<file path="src/ifd_pkg.sv">
// shared types and constants of the sensor-link frame deframer
// no dependencies; imported by ifd_regs, ifd_match and the top level
package ifd_pkg;

	// frame geometry
	localparam int FrameBytesDef = 11;
	localparam int FrameBytesMin = 11;
	localparam int FrameBytesMax = 16;

	// configuration port geometry
	localparam int AddrW = 5;
	localparam int DataW = 32;
	localparam int RegIdxW = 3;

	// register indexes
	localparam logic [RegIdxW-1:0] REG_HEADER = 3'd0;
	localparam logic [RegIdxW-1:0] REG_ACCEL = 3'd1;
	localparam logic [RegIdxW-1:0] REG_GYRO = 3'd2;
	localparam logic [RegIdxW-1:0] REG_ANGLE = 3'd3;
	localparam logic [RegIdxW-1:0] REG_MAG = 3'd4;
	localparam logic [RegIdxW-1:0] REG_QUAT = 3'd5;

	// register reset values
	localparam logic [7:0] RST_HEADER = 8'h55;
	localparam logic [7:0] RST_ACCEL = 8'h51;
	localparam logic [7:0] RST_GYRO = 8'h52;
	localparam logic [7:0] RST_ANGLE = 8'h53;
	localparam logic [7:0] RST_MAG = 8'h54;
	localparam logic [7:0] RST_QUAT = 8'h59;

	// frame kinds
	localparam logic [2:0] KIND_ACCEL = 3'd0;
	localparam logic [2:0] KIND_GYRO = 3'd1;
	localparam logic [2:0] KIND_ANGLE = 3'd2;
	localparam logic [2:0] KIND_MAG = 3'd3;
	localparam logic [2:0] KIND_QUAT = 3'd4;

	// configuration seen by the datapath
	typedef struct packed {
		logic [7:0] header;
		logic [7:0] accel;
		logic [7:0] gyro;
		logic [7:0] angle;
		logic [7:0] mag;
		logic [7:0] quat;
	} cfg_t;

	// type lookup result
	typedef struct packed {
		logic       hit;
		logic [2:0] kind;
	} type_match_t;

endpackage

</file>
<file path="src/ifd_cell.sv">
// one byte cell of the sliding frame window
// depends on nothing; chained by the top level, each cell feeding its older neighbor
module ifd_cell (
	input  logic       clk,
	input  logic       shift_en,
	input  logic [7:0] d,
	output logic [7:0] q
);

	logic [7:0] byte_q;

	// take the newer neighbor's byte on every accepted request
	always_ff @(posedge clk) begin
		if (shift_en) begin
			byte_q <= d;
		end
	end

	assign q = byte_q;

endmodule

</file>
<file path="src/ifd_match.sv">
// type byte lookup against the five configured frame codes
// depends on ifd_pkg
module ifd_match import ifd_pkg::*; (
	input  cfg_t        cfg,
	input  logic [7:0]  type_byte,
	output type_match_t res
);

	// first match in accel, gyro, angle, magnetic, quaternion order wins
	always_comb begin
		res.hit = 1'b1;
		res.kind = KIND_ACCEL;
		priority if (type_byte == cfg.accel) begin
			res.kind = KIND_ACCEL;
		end else if (type_byte == cfg.gyro) begin
			res.kind = KIND_GYRO;
		end else if (type_byte == cfg.angle) begin
			res.kind = KIND_ANGLE;
		end else if (type_byte == cfg.mag) begin
			res.kind = KIND_MAG;
		end else if (type_byte == cfg.quat) begin
			res.kind = KIND_QUAT;
		end else begin
			res.hit = 1'b0;
		end
	end

endmodule

</file>
<file path="src/ifd_regs.sv">
// configuration registers behind the APB-style port
// depends on ifd_pkg
module ifd_regs import ifd_pkg::*; (
	input  logic             clk,
	input  logic             arst_n,
	input  logic             psel,
	input  logic             penable,
	input  logic             pwrite,
	input  logic [AddrW-1:0] paddr,
	input  logic [DataW-1:0] pwdata,
	output logic [DataW-1:0] prdata,
	output logic             pready,
	output cfg_t             cfg
);

	cfg_t               cfg_q;
	logic               wr_en;
	logic [RegIdxW-1:0] reg_idx;
	logic [7:0]         rd_byte;

	assign pready = 1'b1;
	assign wr_en = psel & penable & pwrite;
	assign reg_idx = paddr[AddrW-1:2];

	// register writes, low byte kept, unknown indexes ignored
	always_ff @(posedge clk or negedge arst_n) begin
		if (!arst_n) begin
			cfg_q.header <= RST_HEADER;
			cfg_q.accel <= RST_ACCEL;
			cfg_q.gyro <= RST_GYRO;
			cfg_q.angle <= RST_ANGLE;
			cfg_q.mag <= RST_MAG;
			cfg_q.quat <= RST_QUAT;
		end else if (wr_en) begin
			unique case (reg_idx)
				REG_HEADER: cfg_q.header <= pwdata[7:0];
				REG_ACCEL: cfg_q.accel <= pwdata[7:0];
				REG_GYRO: cfg_q.gyro <= pwdata[7:0];
				REG_ANGLE: cfg_q.angle <= pwdata[7:0];
				REG_MAG: cfg_q.mag <= pwdata[7:0];
				REG_QUAT: cfg_q.quat <= pwdata[7:0];
				default: ;
			endcase
		end
	end

	// read mux
	always_comb begin
		unique case (reg_idx)
			REG_HEADER: rd_byte = cfg_q.header;
			REG_ACCEL: rd_byte = cfg_q.accel;
			REG_GYRO: rd_byte = cfg_q.gyro;
			REG_ANGLE: rd_byte = cfg_q.angle;
			REG_MAG: rd_byte = cfg_q.mag;
			REG_QUAT: rd_byte = cfg_q.quat;
			default: rd_byte = 8'd0;
		endcase
	end

	assign prdata = {{(DataW-8){1'b0}}, rd_byte};
	assign cfg = cfg_q;

endmodule

</file>
<file path="src/imu_frame_deframer.sv">
// top level of the sensor-link frame deframer
// depends on ifd_pkg, ifd_regs, ifd_cell and ifd_match
//
// Usage: received link bytes enter on the input channel (in_valid, in_stall,
// rx_byte), one byte per request. A row of byte cells holds the last
// FRAME_BYTES bytes and shifts by one cell per accepted byte, so every byte
// position is tried as a frame start. A running 8-bit sum of all window bytes
// but the newest is updated as bytes enter and leave. A frame is reported
// when the window is full, its oldest byte equals the header register, the
// running sum equals the newest byte and the type byte matches a code register.
// Results (kind, word0..word3, raw little-endian signed words) leave on the
// output channel (out_valid, out_stall) from an output register.
// The result is registered as the closing checksum byte is accepted.
// Throughput: one byte per cycle while in_stall is low, set by the cell shift
// and running-sum update. When the receiver stalls with a result waiting,
// in_stall goes high until that result is taken. Reset clears the fill count,
// the running sum and the output valid, and loads the register defaults;
// a fresh window of FRAME_BYTES bytes is needed before the first frame.
module imu_frame_deframer import ifd_pkg::*; #(
	parameter int FRAME_BYTES = FrameBytesDef
) (
	input  logic               clk,
	input  logic               arst_n,
	// configuration port
	input  logic               psel,
	input  logic               penable,
	input  logic               pwrite,
	input  logic [AddrW-1:0]   paddr,
	input  logic [DataW-1:0]   pwdata,
	output logic [DataW-1:0]   prdata,
	output logic               pready,
	// byte input
	input  logic               in_valid,
	output logic               in_stall,
	input  logic [7:0]         rx_byte,
	// frame output
	output logic               out_valid,
	input  logic               out_stall,
	output logic [2:0]         kind,
	output logic signed [15:0] word0,
	output logic signed [15:0] word1,
	output logic signed [15:0] word2,
	output logic signed [15:0] word3
);

	localparam int CntW = $clog2(FRAME_BYTES + 1);

	cfg_t              cfg;
	type_match_t       tmatch;
	logic [7:0]        win [FRAME_BYTES];
	logic              in_accept;
	logic [CntW-1:0]   fill_q;
	logic [7:0]        sum_q;
	logic [7:0]        sum_next;
	logic [7:0]        leave_byte;
	logic [7:0]        enter_byte;
	logic              full_next;
	logic              frame_hit;
	logic              out_valid_q;
	logic [2:0]        kind_q;
	logic [15:0]       word0_q;
	logic [15:0]       word1_q;
	logic [15:0]       word2_q;
	logic [15:0]       word3_q;

	ifd_regs u_regs (
		.clk     (clk),
		.arst_n  (arst_n),
		.psel    (psel),
		.penable (penable),
		.pwrite  (pwrite),
		.paddr   (paddr),
		.pwdata  (pwdata),
		.prdata  (prdata),
		.pready  (pready),
		.cfg     (cfg)
	);

	// handshake: hold input only while a result waits on a stalled receiver
	assign in_stall = out_valid_q & out_stall;
	assign in_accept = in_valid & ~in_stall;

	// row of byte cells, oldest at index 0, newest fed from rx_byte
	for (genvar i = 0; i < FRAME_BYTES; i++) begin : g_cell
		logic [7:0] cell_d;
		if (i == FRAME_BYTES - 1) begin : g_last
			assign cell_d = rx_byte;
		end else begin : g_mid
			assign cell_d = win[i+1];
		end
		ifd_cell u_cell (
			.clk      (clk),
			.shift_en (in_accept),
			.d        (cell_d),
			.q        (win[i])
		);
	end

	// running sum: oldest byte leaves, previous newest byte joins
	assign leave_byte = (fill_q == CntW'(FRAME_BYTES)) ? win[0] : 8'd0;
	assign enter_byte = (fill_q != '0) ? win[FRAME_BYTES-1] : 8'd0;
	assign sum_next = sum_q - leave_byte + enter_byte;
	assign full_next = (fill_q >= CntW'(FRAME_BYTES - 1));

	// type lookup on the byte that becomes the frame's second byte
	ifd_match u_match (
		.cfg       (cfg),
		.type_byte (win[2]),
		.res       (tmatch)
	);

	// frame check on the window as it stands after this byte
	assign frame_hit = full_next & (win[1] == cfg.header) & (sum_next == rx_byte) & tmatch.hit;

	// fill count and running sum
	always_ff @(posedge clk or negedge arst_n) begin
		if (!arst_n) begin
			fill_q <= '0;
			sum_q <= 8'd0;
		end else if (in_accept) begin
			sum_q <= sum_next;
			if (fill_q != CntW'(FRAME_BYTES)) begin
				fill_q <= fill_q + CntW'(1);
			end
		end
	end

	// output valid
	always_ff @(posedge clk or negedge arst_n) begin
		if (!arst_n) begin
			out_valid_q <= 1'b0;
		end else if (in_accept && frame_hit) begin
			out_valid_q <= 1'b1;
		end else if (!out_stall) begin
			out_valid_q <= 1'b0;
		end
	end

	// output payload, little-endian words from frame bytes 2..9
	always_ff @(posedge clk) begin
		if (in_accept && frame_hit) begin
			kind_q <= tmatch.kind;
			word0_q <= {win[4], win[3]};
			word1_q <= {win[6], win[5]};
			word2_q <= {win[8], win[7]};
			word3_q <= {win[10], win[9]};
		end
	end

	assign out_valid = out_valid_q;
	assign kind = kind_q;
	assign word0 = word0_q;
	assign word1 = word1_q;
	assign word2 = word2_q;
	assign word3 = word3_q;

endmodule

</file>
<file path="config.mk">
export PLATFORM = sky130hd
export DESIGN_NAME = imu_frame_deframer
export DESIGN_NICKNAME = d
export VERILOG_FILES = /design/src/ifd_pkg.sv /design/src/ifd_cell.sv /design/src/ifd_match.sv /design/src/ifd_regs.sv /design/src/imu_frame_deframer.sv
export SDC_FILE = /design/constraint.sdc
export NUM_CORES = 1
export LEC_CHECK = 0
export BUFFER_PORTS_ARGS = -buffer_cell sky130_fd_sc_hd__buf_2
export CAP_MARGIN = 20
export CELL_PAD_IN_SITES_DETAIL_PLACEMENT = 0
export CELL_PAD_IN_SITES_GLOBAL_PLACEMENT = 1
export CORE_ASPECT_RATIO = 1.1
export CORE_MARGIN = 2
export CORE_UTILIZATION = 48
export CTS_BUF_LIST = sky130_fd_sc_hd__clkbuf_4
export DETAILED_ROUTE_END_ITERATION = 16
export HOLD_SLACK_MARGIN = 0.15
export PLACE_DENSITY = 0.88
export SKIP_LAST_GASP = 1
export SLEW_MARGIN = 30
export SYNTH_ARGS = -nofsm -noshare
export SYNTH_HDL_FRONTEND = slang
export SYNTH_SLANG_ARGS = --single-unit
</file>
<file path="constraint.sdc">
create_clock -name clk -period 12 [get_ports clk]
set_input_delay 2.4 -clock clk [delete_from_list [all_inputs] [get_ports clk]]
set_output_delay 2.4 -clock clk [all_outputs]
set_load 0.005 [all_outputs]
</file>
Yosys cells after proc, flatten, opt, wreduce, memory -nomap -nowiden
Index checks and enable logic that the tools add are counted.
{"block": "op_classes", "n_shift": 0, "magnitude_cmp": 1, "addsub": 3, "div_mod_pow": 0, "n_bitwise": 8, "multipliers": 0, "n_eq_ne": 15, "reduce_logical": 12, "mux": 14}
{"cell": "$eq A8 B8 Y1", "count": 7}
{"cell": "$pmux W8 S6", "count": 1}
{"cell": "$mux W8", "count": 2}
{"cell": "$reduce_and A2 Y1", "count": 7}
{"cell": "$add A8 B8 Y8", "count": 1}
{"cell": "$mux W1", "count": 8}
{"cell": "$sub A8 B8 Y8", "count": 1}
{"cell": "$and A1 B1 Y1", "count": 7}
{"cell": "$eq A3 B2 Y1 const B", "count": 2}
{"cell": "$eq A3 B3 Y1 const B", "count": 2}
{"cell": "$add A4 B1 Y4 const B", "count": 1}
{"cell": "$eq A4 B4 Y1 const B", "count": 1}
{"cell": "$ge A4 B4 Y1 const B", "count": 1}
{"cell": "$mux W2", "count": 2}
{"cell": "$ne A4 B4 Y1 const B", "count": 1}
{"cell": "$reduce_bool A4 Y1", "count": 1}
{"cell": "$reduce_or A4 Y1", "count": 1}
{"cell": "$eq A3 B1 Y1 const B", "count": 1}
{"cell": "$logic_not A3 Y1", "count": 1}
{"cell": "$mux W3", "count": 1}
{"cell": "$ne A2 B1 Y1 const B", "count": 1}
{"cell": "$reduce_or A2 Y1", "count": 1}
{"cell": "$logic_and A1 B1 Y1", "count": 1}
{"cell": "$not A1 Y1", "count": 1}
{"block": "word_totals", "mem_bits_rw": 0, "mem_bits_ro": 0, "elab_cells": 80, "reg_bits": 216, "input_bits": 52, "latch_bits": 0, "memories": 0}

Depth between registers and ports, before layout
{"block": "depth", "word_depth": 9, "mapped_depth": 16, "depth_no_buf": 15}

Modules after synthesis
A second synthesis with hierarchy kept.
{"block": "unflattened", "cells_unflattened": 577, "hier_area_um2": 9173.8}
{"mod": "imu_frame_deframer", "instances": 1, "area_each_um2": 3458.3, "cells_each": 232}
{"mod": "ifd_cell", "instances": 11, "area_each_um2": 240.2, "cells_each": 8}
{"mod": "ifd_regs", "instances": 1, "area_each_um2": 2509.9, "cells_each": 187}
{"mod": "ifd_match", "instances": 1, "area_each_um2": 563.0, "cells_each": 70}

Worst setup path before layout
OpenSTA, ideal clock, no wires.
{"block": "synth_path", "path_kind": "input to register", "from": "input port out_stall", "to": "register kind_q[0], in the netlist kind[0] (enable)", "n_path_buf": 0, "arrival_ns": 9.176, "stages": 7, "setup_slack_ns": 2.249, "required_time_ns": 11.426, "setup_time_ns": 0.574, "path_cell_list": "nand2_1 > nand2_1 > clkinv_1 > o2111ai_1 > nor4_1 > o2111ai_1 > nor3_1"}
{"block": "synth_via", "elab_chain_len": 4}
{"item": "start, declared", "line": "imu_frame_deframer.sv:38", "text": "input logic out_stall,"}
{"item": "$and A1 B1 Y1", "line": "imu_frame_deframer.sv:80", "text": "assign in_stall = out_valid_q & out_stall;"}
{"item": "$not A1 Y1", "line": "imu_frame_deframer.sv:81", "text": "assign in_accept = in_valid & ~in_stall;"}
{"item": "$and A1 B1 Y1", "line": "imu_frame_deframer.sv:81"}
{"item": "net g_cell[0].u_cell.shift_en", "line": "ifd_cell.sv:5", "text": "input logic shift_en,"}
{"item": "$logic_and A1 B1 Y1", "line": "imu_frame_deframer.sv:141", "text": "if (in_accept && frame_hit) begin"}
{"item": "end signal, assigned", "line": "imu_frame_deframer.sv:142", "text": "kind_q <= tmatch.kind;"}
{"item": "end, declared", "line": "imu_frame_deframer.sv:60", "text": "logic [2:0] kind_q;"}
The timed path passes the listed nets, and every way through them passes these cells.
A chain may end at the register's enable or synchronous reset.

Worst setup path after layout
{"block": "layout_path", "from": "input port paddr[2]", "to": "output port prdata[3]"}
{"block": "layout_via", "elab_chain_len": 2}
{"item": "start, declared", "line": "imu_frame_deframer.sv:28", "text": "input logic [AddrW-1:0] paddr,"}
{"item": "$eq A3 B3 Y1, or another cell as far along", "line": "ifd_regs.sv:49", "text": "unique case (reg_idx)"}
{"item": "$pmux W8 S6 (*)", "line": "ifd_regs.sv:49"}
{"item": "end, declared", "line": "imu_frame_deframer.sv:30", "text": "output logic [DataW-1:0] prdata,"}
Every way passes the cells marked *; elsewhere a longest branch is shown, timed or not.

==> results_dict.tcl <==
set metrics [dict create \
    remaining_drc_errors 0 \
    antenna_cells 0 \
    grt_pass1_wl_um 27000 \
    dr_total_vias 4974 \
    cts-htree-levels 2 \
    cts_tree "built" \
    crit_chain "buf_2, mux4_2, mux2_2, buf_2" \
    fin_area_um2 10400 \
    boundaryPins 154 \
    cts_buffers 53 \
    row_count 52 \
    chipHeight_um 148 \
    grt_antenna_before_repair 0 \
    drtPass1Iterations 4 \
    synth_ff_type "edfxtp_1" \
    grt_pass1_vias 5200 \
    status "finished, final reports clean" \
    crit_slowest_cell "mux4_2" \
    min_path_type "reg -> reg" \
    area_growth_pct 14.8 \
    overflow 0 \
    drt_iter0_drc 283 \
    cts_sinks 216 \
    cts-root-buf "clkbuf_4" \
    drive_above_1_share 0.361 \
    max_slew.worst_pin.slew_ns 0.826 \
    fillers 1546 \
    fin_crit_ns 6.30 \
    yosysTopAreaCellShare 0.514 \
    ys_seq_elements 216 \
    r2r-start "fill_q[0]" \
    worst-path-buf-inv 2 \
    register_area_um2 6210 \
    final.period_utilization 0.525 \
    cp.arrival_ns 3.90 \
    viasPerCell 4.95 \
    critPathMostFrequentCell "buf_2" \
    drv_slew 0 \
    die_w_um 135 \
    yosys.area.top_type "edfxtp_1" \
    path_class "in -> out" \
    synth_edf_count 155 \
    cts_setup_buffers 0 \
    fp.dieArea_um2 20000 \
    grtUsageTotal 0.175 \
    finalPower_w 0.00210 \
    cp_max_fo 23 \
    wl_um 17100 \
    p_leak_nw 4.22 \
    crit_path_end_kind "output pin" \
    setup_viol 0 \
    cts.clk_slew.worst_paths_ns 0.07 \
    port_buffers 102 \
    coreArea_um2 18500 \
    min_to "word0[9]" \
    initial_core_util 0.490 \
    syn_area_um2 9060 \
    yosysMostFrequentCell "edfxtp_1" \
    cts_resized 0 \
    pre_cts_slack_ns 5.73 \
    hold_viol 0 \
    worst_path_largest_cell_delay_ns 0.59 \
    nets 787 \
    max_clock_freq_ghz 0.159 \
    layout_setup_ws_ns 5.70 \
    clock_path_buffers 3 \
    synth.distinct_cells 54 \
    clock-skew-final_ns 0.0369 \
    rrSetupSlack_ns 6.83 \
    synth_area_leaders "edfxtp_1 51%, dfrtp_1 11%, mux2_2 6.7%, dfstp_2 6.1%, xor2_1 3.9%" \
    peakVddDrop_uv 84.1 \
    cts_hold_buf 0 \
    multi_input_area_um2 2580 \
    synthCells 580 \
    r2r-end "word3[14]" \
    worstRegToRegCells 13 \
    grt_max_degree 65 \
    seq_area_frac_synth 0.685 \
    rsz0062_at_grt "false" \
    worst_ep_required_time_ns 9.60 \
    path_delay_family "multiplexers" \
    ys_warn_count 0 \
    hold_path_startpoint "g_cell[4].u_cell.q[1]" \
    antenna_left 0 \
    setup-tns-final_ns 0 \
    avgSynthCellArea_um2 15.6 \
    clk_latency_ns 0.66 \
    p_per_area_nw_per_um2 202 \
    cp-start-kind "primary input" \
    dp_hpwl_um 11800 \
    synthArstFlopShare 0.282 \
    slew_headroom 0.447 \
    dpl-instance-area_um2 9710 \
    final_util 0.563 \
    wire_per_inst_um 17.0 \
    worstHoldPathCells 0 \
    gp_congestion 0.870 \
    maxCapViolations 0 \
    synth_common_cells "155 x edfxtp_1, 54 x mux2_2, 40 x dfrtp_1, 40 x xor2_1, 30 x nand2_1" \
]
## metrics by stage
stage	hold WS [ns]	instances
after floorplan	0.421	603
after global placement	0.427	905
after detailed placement	0.434	905
after CTS	0.443	1005
after global routing	0.459	1005
final	0.446	1005
## cell type report
cell class,count,share of cell area
Clock buffer,72,0.0520
Clock inverter,28,0.0137
Inverter,23,0.00854
Multi-Input combinational cell,318,0.248
Sequential cell,216,0.597
Tap cell,243,0.0292
Timing Repair Buffer,105,0.0513
## sequential cells by signal, summed over array words and instances (netlist names), 4 cells and up
signal,flops
sum_q,8
g_cell.u_cell.q,88
word1,16
u_regs.cfg,48
fill_q,4
word0,16
word2,16
word3,16
## cell families (layout without fill, tap and decap cells)
kind of cell / count (synthesis) / in the layout / share of synthesized area
DFF: 216 / 216 / 0.685
and+or+nand+nor: 100 / 100 / 0.0580
muxes: 69 / 69 / 0.0878
buffers and inverters: 69 / 228 / 0.0417
xor gates and xnor gates: 67 / 67 / 0.0680
AOI/OAI and AO/OA: 39 / 39 / 0.0278
adders and majority gates: 18 / 18 / 0.0307
other: 2 / 25 / 0.000829
## per-layer routing
metal	up-vias	share of wire	routed length, µm	track usage
li1	2361	-	-	-
met1	2407	0.43	7330	0.232
met2	178	0.49	8350	0.286
met3	28	0.062	1070	0.0429
met4	0	0.020	339	0.0557
met5	-	0	0	0
## layout by cell type (no fill, tap or decap), drive strengths merged, types with 2 or more instances in the layout
| master | Yosys | layout |
|---|---|---|
| edfxtp | 155 | 155 |
| buf | 34 | 105 |
| clkbuf | 12 | 72 |
| mux2 | 54 | 54 |
| xor2 | 40 | 40 |
| dfrtp | 40 | 40 |
| nand2 | 31 | 31 |
| xnor2 | 26 | 26 |
| clkinv | 1 | 26 |
| conb | 2 | 25 |
| inv | 22 | 23 |
| dfstp | 21 | 21 |
| nor2 | 20 | 20 |
| nor4 | 15 | 15 |
| mux2i | 12 | 12 |
| a21oi | 12 | 12 |
| ha | 11 | 11 |
| o21ai | 8 | 8 |
| fa | 7 | 7 |
| and2 | 7 | 7 |
| nand2b | 5 | 5 |
| nand4 | 5 | 5 |
| a211oi | 4 | 4 |
| nand3 | 4 | 4 |
| mux4 | 3 | 3 |
| o22ai | 3 | 3 |
| nor2b | 3 | 3 |
| o2111ai | 3 | 3 |
| nor3 | 3 | 3 |
| o31ai | 2 | 2 |
## power by group
part	switching (W)	total, W	internal, W
Sequential	0.0000629	0.000951	0.000889
Combinational	0.000296	0.000560	0.000263
Clock	0.000286	0.000591	0.000304
Total	0.000646	0.00210	0.00146
## worst max-delay path by stage
| stage | startpoint | end | slack, ns | cells past startpoint |
|---|---|---|---|---|
| 2_1_floorplan | out_stall | kind[0] | 2.25 | 7 |
| 3_3_place_gp | paddr[2] | prdata[3] | 5.80 | 4 |
| 3_5_place_dp | paddr[2] | prdata[3] | 5.73 | 4 |
| 4_1_cts | paddr[2] | prdata[3] | 5.73 | 4 |
| 5_1_grt | paddr[2] | prdata[3] | 5.67 | 4 |
| 6_report | paddr[2] | prdata[3] | 5.70 | 4 |
Note: power is estimated with default switching activity, not from simulation.
